<file path="src/design/poly_acc_pkg.sv">
`timescale 1ns / 1ps

package poly_acc_pkg;

  localparam int NLIMB  = 5;
  localparam int LIMB_W = 26;
  localparam int IDX_W  = 3;
  localparam int A_W    = LIMB_W + 1;
  localparam int R5_W   = LIMB_W + 3;
  localparam int PROD_W = A_W + R5_W;
  localparam int D_W    = 60;
  localparam int CY_W   = D_W - LIMB_W;
  localparam int H_W    = NLIMB * LIMB_W;
  localparam int OUT_W  = 136;

  typedef logic [LIMB_W-1:0] limb_t;
  typedef logic [A_W-1:0]    alimb_t;
  typedef logic [R5_W-1:0]   r5limb_t;
  typedef logic [D_W-1:0]    dlimb_t;

  typedef enum logic [4:0] {
    S_IDLE  = 5'b00001,
    S_MUL   = 5'b00010,
    S_DRAIN = 5'b00100,
    S_CARRY = 5'b01000,
    S_FIN   = 5'b10000
  } state_t;

  typedef enum logic [1:0] {
    REG_R_LOW  = 2'd0,
    REG_R_HIGH = 2'd1
  } reg_idx_t;

endpackage

</file>
<file path="src/design/poly1305_block_accumulator_core.sv">
`timescale 1ns / 1ps

// channel | dir | handshake        | payload
// s       | in  | s_tvalid/tready  | s_tdata: block_low, block_high; s_tlast: last_block
// m       | out | m_tvalid/tready  | m_tdata: acc_part0, acc_part1, acc_part2
// cfg     | in  | cfg_we           | cfg_index, cfg_data (r low / r high)
//
// A beat runs through the accept state, 25 products through a single 27x29
// multiplier, a drain state that empties the product register, 15 single-limb carry
// steps on a rotating limb line, and a final state for the reduction.
// Reset (rst, sync) clears h, r and the output register.
// A finished result waits in m_tdata; the next beat is taken meanwhile, and
// only a second last beat stalls in its final cycle until m is free.

module poly1305_block_accumulator_core (
  input  logic                      clk,
  input  logic                      rst,
  input  logic                      s_tvalid,
  output logic                      s_tready,
  input  logic [127:0]              s_tdata,   // block_low, block_high
  input  logic                      s_tlast,   // last_block
  output logic                      m_tvalid,
  input  logic                      m_tready,
  output logic [poly_acc_pkg::OUT_W-1:0] m_tdata, // acc_part0, acc_part1, acc_part2, zero pad
  input  logic                      cfg_we,
  input  logic [1:0]                cfg_index,
  input  logic [63:0]               cfg_data
);
  import poly_acc_pkg::*;

  state_t            state;
  logic [63:0]       key_r_low;
  logic [59:0]       key_r_high;
  alimb_t            a    [NLIMB];
  limb_t             rl   [NLIMB];
  r5limb_t           r5l  [NLIMB];
  dlimb_t            d    [NLIMB];
  limb_t             blimb[NLIMB];
  limb_t             klimb[NLIMB];
  logic [IDX_W-1:0]  i_cnt, j_cnt, k_idx;
  logic [PROD_W-1:0] prod;
  logic              p_vld, p_first, p_last;
  logic [IDX_W-1:0]  p_i;
  dlimb_t            mac, mac_sum;
  r5limb_t           r_sel;
  logic [IDX_W-1:0]  c_cnt;
  logic [1:0]        pass_cnt;
  logic              last_q;
  logic [CY_W-1:0]   carry;
  dlimb_t            carry_add;
  logic [H_W-1:0]    h;
  logic [H_W:0]      h_plus;
  logic [H_W-1:0]    h_red;
  logic              out_free;

  assign s_tready = (state == S_IDLE);
  assign out_free = !m_tvalid || m_tready;

  always_comb begin
    blimb[0] = s_tdata[25:0];
    blimb[1] = s_tdata[51:26];
    blimb[2] = {s_tdata[77:64], s_tdata[63:52]};
    blimb[3] = s_tdata[103:78];
    blimb[4] = {2'b01, s_tdata[127:104]};
    klimb[0] = key_r_low[25:0];
    klimb[1] = key_r_low[51:26];
    klimb[2] = {key_r_high[13:0], key_r_low[63:52]};
    klimb[3] = key_r_high[39:14];
    klimb[4] = {6'b0, key_r_high[59:40]};
  end

  // wrap-around terms use 5*r
  always_comb begin
    if (i_cnt >= j_cnt) begin
      k_idx = i_cnt - j_cnt;
      r_sel = R5_W'(rl[k_idx]);
    end else begin
      k_idx = i_cnt + IDX_W'(NLIMB) - j_cnt;
      r_sel = r5l[k_idx];
    end
  end

  assign mac_sum = (p_first ? '0 : mac) + D_W'(prod);

  always_comb begin
    carry = d[0][D_W-1:LIMB_W];
    if (c_cnt == IDX_W'(NLIMB - 1)) begin
      carry_add = D_W'({carry, 2'b00}) + D_W'(carry);
    end else begin
      carry_add = D_W'(carry);
    end
  end

  always_comb begin
    h = {d[4][LIMB_W-1:0], d[3][LIMB_W-1:0], d[2][LIMB_W-1:0],
         d[1][LIMB_W-1:0], d[0][LIMB_W-1:0]};
    h_plus = {1'b0, h} + (H_W+1)'(5);
    h_red  = h_plus[H_W] ? h_plus[H_W-1:0] : h;
  end

  always_ff @(posedge clk) begin
    if (rst) begin
      key_r_low  <= '0;
      key_r_high <= '0;
    end else if (cfg_we) begin
      unique case (reg_idx_t'(cfg_index))
        REG_R_LOW:  key_r_low  <= cfg_data;
        REG_R_HIGH: key_r_high <= cfg_data[59:0];
        default:    key_r_low  <= key_r_low;
      endcase
    end
  end

  always_ff @(posedge clk) begin
    prod    <= PROD_W'(a[j_cnt]) * PROD_W'(r_sel);
    p_first <= (j_cnt == '0);
    p_last  <= (j_cnt == IDX_W'(NLIMB - 1));
    p_i     <= i_cnt;
    if (p_vld) begin
      mac <= mac_sum;
    end
  end

  always_ff @(posedge clk) begin
    if (rst) begin
      state    <= S_IDLE;
      p_vld    <= 1'b0;
      m_tvalid <= 1'b0;
      m_tdata  <= '0;
      i_cnt    <= '0;
      j_cnt    <= '0;
      c_cnt    <= '0;
      pass_cnt <= '0;
      last_q   <= 1'b0;
      for (int n = 0; n < NLIMB; n++) begin
        d[n] <= '0;
      end
    end else begin
      p_vld <= (state == S_MUL);
      if (m_tvalid && m_tready && !(state == S_FIN && last_q)) begin
        m_tvalid <= 1'b0;
      end
      if (p_vld && p_last) begin
        d[p_i] <= mac_sum;
      end
      unique case (state)
        S_IDLE: begin
          if (s_tvalid) begin
            for (int n = 0; n < NLIMB; n++) begin
              a[n]   <= A_W'(blimb[n]) + A_W'(d[n][LIMB_W-1:0]);
              rl[n]  <= klimb[n];
              r5l[n] <= R5_W'({klimb[n], 2'b00}) + R5_W'(klimb[n]);
            end
            last_q <= s_tlast;
            i_cnt  <= '0;
            j_cnt  <= '0;
            state  <= S_MUL;
          end
        end
        S_MUL: begin
          if (j_cnt == IDX_W'(NLIMB - 1)) begin
            j_cnt <= '0;
            if (i_cnt == IDX_W'(NLIMB - 1)) begin
              state <= S_DRAIN;
            end else begin
              i_cnt <= i_cnt + 1'b1;
            end
          end else begin
            j_cnt <= j_cnt + 1'b1;
          end
        end
        S_DRAIN: begin
          c_cnt    <= '0;
          pass_cnt <= '0;
          state    <= S_CARRY;
        end
        S_CARRY: begin
          // rotate: head carries into its neighbor, masked head goes to the tail
          d[0] <= d[1] + carry_add;
          for (int n = 1; n < NLIMB - 1; n++) begin
            d[n] <= d[n+1];
          end
          d[NLIMB-1] <= D_W'(d[0][LIMB_W-1:0]);
          if (c_cnt == IDX_W'(NLIMB - 1)) begin
            c_cnt    <= '0;
            pass_cnt <= pass_cnt + 1'b1;
            if (pass_cnt == 2'd2) begin
              state <= S_FIN;
            end
          end else begin
            c_cnt <= c_cnt + 1'b1;
          end
        end
        S_FIN: begin
          if (!last_q) begin
            state <= S_IDLE;
          end else if (out_free) begin
            m_tdata  <= OUT_W'(h_red);
            m_tvalid <= 1'b1;
            for (int n = 0; n < NLIMB; n++) begin
              d[n] <= '0;
            end
            state <= S_IDLE;
          end
        end
        default: state <= S_IDLE;
      endcase
    end
  end

  a_idle_norm: assert property (@(posedge clk) disable iff (rst)
    (state == S_IDLE) |-> (d[0][D_W-1:LIMB_W] == '0) && (d[1][D_W-1:LIMB_W] == '0) &&
      (d[2][D_W-1:LIMB_W] == '0) && (d[3][D_W-1:LIMB_W] == '0) &&
      (d[4][D_W-1:LIMB_W] == '0))
    else $error("accumulator limb not normalized while idle");

  a_out_from_fin: assert property (@(posedge clk) disable iff (rst)
    $rose(m_tvalid) |-> $past(state == S_FIN) && $past(last_q))
    else $error("result raised outside final step");

  a_mul_feeds: assert property (@(posedge clk) disable iff (rst)
    (state == S_MUL) |=> p_vld)
    else $error("product register not loaded during multiply");

  a_idle_quiet: assert property (@(posedge clk) disable iff (rst)
    (state == S_IDLE) && $past(state == S_IDLE) |-> !p_vld)
    else $error("product pending while idle");

  a_out_hold: assert property (@(posedge clk) disable iff (rst)
    $past(m_tvalid) && !$past(m_tready) |-> m_tvalid && $stable(m_tdata))
    else $error("pending result overwritten");

endmodule
</file>
<file path="config.mk">
export PLATFORM = sky130hd
export DESIGN_NAME = poly1305_block_accumulator_core
export DESIGN_NICKNAME = d
export VERILOG_FILES = /design/src/design/poly_acc_pkg.sv /design/src/design/poly1305_block_accumulator_core.sv
export SDC_FILE = /design/constraint.sdc
export NUM_CORES = 2
export LEC_CHECK = 0
export BUFFER_PORTS_ARGS = -buffer_cell sky130_fd_sc_hd__buf_2
export CAP_MARGIN = 20
export CORE_MARGIN = 2
export CORE_UTILIZATION = 25
export CTS_BUF_LIST = sky130_fd_sc_hd__clkbuf_16
export DETAILED_ROUTE_END_ITERATION = 7
export GPL_TIMING_DRIVEN = 0
export PLACE_DENSITY = 0.47
export SLEW_MARGIN = 20
export SYNTH_ARGS = -nofsm -noshare
export SYNTH_HDL_FRONTEND = slang
export SYNTH_SLANG_ARGS = --single-unit
</file>
<file path="constraint.sdc">
create_clock -name clk -period 30.3 [get_ports clk]
set_input_delay 6.06 -clock clk [delete_from_list [all_inputs] [get_ports clk]]
set_output_delay 6.06 -clock clk [all_outputs]
set_load 0.05 [all_outputs]
</file>
==> results.sh <==
export IMPL_multi_input_area_mm2=0.0493
export IMPL_numClockSinks=1085
export IMPL_cts_max_path_buffers=3
export IMPL_fin_worst_skew_ns=0.0820
export IMPL_fmax_mhz=75.2
export IMPL_globalRouteOverflowTotal=0
export IMPL_cpMostUsedCell="fa_1"
export IMPL_status="completed"
export IMPL_worstSetupEndpointType="register"
export IMPL_synth_warnings=0
export IMPL_crit_arrival_ns=13.94
export IMPL_synthCells=8299
export IMPL_syn_avg_cell_area_um2=9.99
export IMPL_ant_nets=0
export IMPL_initial_core_util_pct=25.1
export IMPL_grt_use_total_pct=20.4
export IMPL_timing_max_cap_violations=0
export IMPL_clk_insertion_delay_late_ns=0.81
export IMPL_path_buf_inv=10
export IMPL_synthToLayoutAreaGrowth_pct=15.0
export IMPL_ys_seq_area_share_pct=35.2
export IMPL_wl_um=351000
export IMPL_routabilityCongestion=0.959
export IMPL_final_seq_area_mm2=0.0292
export IMPL_die_h_um=580
export IMPL_viasPerCell=5.07
export IMPL_nNetsFinal=10300
export IMPL_num_vias=67300
export IMPL_drive_gt1_share_pct=9.33
export IMPL_worstHoldPathType="register to register"
export IMPL_worst_pin_slew_ns=1.25
export IMPL_dp_cells=13100
export IMPL_grt_pass1_vias=67100
export IMPL_layout_min_cycle_time_ns=13.29
export IMPL_yosysUniqueCellTypes=91
export IMPL_antenna_found_initial=37
export IMPL_instances_no_fill=13300
export IMPL_path_delay_family="adder cells"
export IMPL_min_period_over_period_pct=43.9
export IMPL_slew_headroom_pct=16.9
export IMPL_finalHoldViolCount=0
export IMPL_synth_edff_count=748
export IMPL_die_w_um=580
export IMPL_yosys_register_bits=1085
export IMPL_grt_first_pass_wirelength_um=496000
export IMPL_path_max_fanout=10
export IMPL_fill_cells=34600
export IMPL_cts_setup_buffers=0
export IMPL_drt_pass1_iterations=6
export IMPL_cts_hold_fix_buffers=0
export IMPL_tns_ns=0
export IMPL_grt_max_degree=50
export IMPL_synth_area_mm2=0.0829
export IMPL_core_area_mm2=0.330
export IMPL_layout_common_cells="nand2_1, inv_1, edfxtp_1"
export IMPL_drv_slew=0
export IMPL_final_common_cell="nand2_1"
export IMPL_drc=0
export IMPL_crit_type="register to register"
export IMPL_critPathMaxStageDelay_ns=0.95
export IMPL_io_buffers=330
export IMPL_clk_pin_slew_worst_paths_ns=0.06
export IMPL_startpoint_type="register"
export IMPL_synth_ff_type="edfxtp_1"
export IMPL_die_area_mm2=0.336
export IMPL_cts_max_level=3
export IMPL_final_cell_area_mm2=0.0954
export IMPL_cts_tree="yes"
export IMPL_numCtsBuffers=117
export IMPL_setup_viol=0
export IMPL_root_buffer="clkbuf_16"
export IMPL_wire_per_inst_um=26.4
export IMPL_ctsResizeCount=0
export IMPL_rows=211
export IMPL_async_flop_share_pct=0
export IMPL_rsz0062_at_grt="no"
export IMPL_pin_count=338
export IMPL_dpl_hpwl_um=285000
export IMPL_dr_first_iter_drc_count=6814
export IMPL_slowest_stage="clkbuf_1"
export IMPL_placed_area_mm2=0.0914
export IMPL_crit_required_ns=30.95
==> worst reg2reg max path, delay by kind of cell (launching register included) <==
family	cells	cell delay, ns
compound gates	12	4.11
simple gates	2	0.34
fa+ha+maj	9	4.34
buf+inv	10	2.91
xor+xnor	3	1.09
flops	1	0.36
==> path summary, 6_finish.rpt <==
kind,from,endpoint,slack [ns],depth (start not counted)
worst min register to register,i_cnt[2],p_i[2],0.41,0
worst min-delay path,i_cnt[2],p_i[2],0.41,0
worst max register to register,j_cnt[2],prod[55],17.01,36
worst max-delay path,j_cnt[2],prod[55],17.01,36
==> metal layers <==
metal | vias to the layer above | part of all wire (%) | wire, um | track usage [%]
met4 | 8 | 4.4 | 15600 | 8.05
met1 | 34500 | 43 | 151000 | 27.5
met3 | 579 | 6.9 | 24200 | 2.75
met5 | - | 0.013 | 46 | 0
met2 | 2869 | 45 | 159000 | 33.0
li1 | 29400 | - | - | -
==> sequential cells by signal (all words and copies together) (netlist names), 3 cells and up, named ones only <==
register,cells
a,135
c_cnt,3
d,300
i_cnt,3
j_cnt,3
key_r_high,60
key_r_low,64
m_tdata,130
mac,60
p_i,3
prod,56
r5l,137
rl,116
state,5
==> cell families (layout without fill, tap and decap cells) <==
group,count (synthesis),count (layout),synth area share [%]
AOI/OAI and AO/OA,1646,1646,13.0
and+or+nand+nor,2476,2476,13.4
adders and majority gates,1264,1264,25.3
DFF,1085,1085,35.2
other,1,19,0.00452
muxes,143,143,2.98
buffers and inverters,1293,1905,5.88
xor gates and xnor gates,391,391,4.15
==> final cells by class <==
cell class              instances  area share [%]
diodes                         13          0.0341
flip-flops and latches       1085            30.6
clock buffers                 124            3.25
inverters                     934            3.68
well taps                    4366            5.73
multi-input cells            5926            51.7
plain buffers                 359            1.46
repair buffers                389            2.77
clock inverters                99           0.783
==> cells in the mapped netlist, types with 10 or more instances <==
master / instances / share of area, %
a2111oi_0: 10 / 0.11
a211o_1: 12 / 0.13
a211oi_1: 38 / 0.34
a21boi_0: 28 / 0.25
a21o_1: 160 / 1.4
a21oi_1: 520 / 3.1
a22o_1: 191 / 2.0
a22oi_1: 67 / 0.61
a31o_2: 17 / 0.18
a31oi_1: 40 / 0.30
and2_1: 142 / 1.1
and3_1: 57 / 0.43
buf_1: 22 / 0.10
clkbuf_1: 329 / 1.5
dfxtp_1: 337 / 8.1
edfxtp_1: 748 / 27
fa_1: 688 / 17
ha_1: 576 / 8.7
inv_1: 934 / 4.2
mux2_2: 40 / 0.54
mux2i_1: 24 / 0.29
mux4_2: 79 / 2.1
nand2_1: 1088 / 4.9
nand2b_1: 76 / 0.57
nand3_1: 151 / 0.91
nand4_1: 71 / 0.54
nor2_1: 572 / 2.6
nor2b_1: 127 / 0.96
nor3_1: 85 / 0.51
nor4_1: 15 / 0.11
o211ai_1: 20 / 0.18
o21a_1: 63 / 0.57
o21ai_0: 278 / 1.7
o21ai_1: 10 / 0.060
o21bai_1: 49 / 0.44
o22ai_1: 12 / 0.091
o31ai_1: 29 / 0.26
or2_2: 23 / 0.17
or3_1: 27 / 0.20
xnor2_1: 275 / 2.9
xor2_1: 114 / 1.2
==> stage by stage <==
step	setup WS (ns)	util [%]	hold slack, ns
final	17.01	28.9	0.410
after global routing	16.58	28.9	0.425
after global placement	-2.55	27.3	0.402
after detailed placement	17.23	27.7	0.405
after floorplan	6.44	-	0.372
after CTS	17.20	28.9	0.414
Power is not shown: default switching activity piles up to over one toggle a cycle in this logic, so the estimate is an artifact.
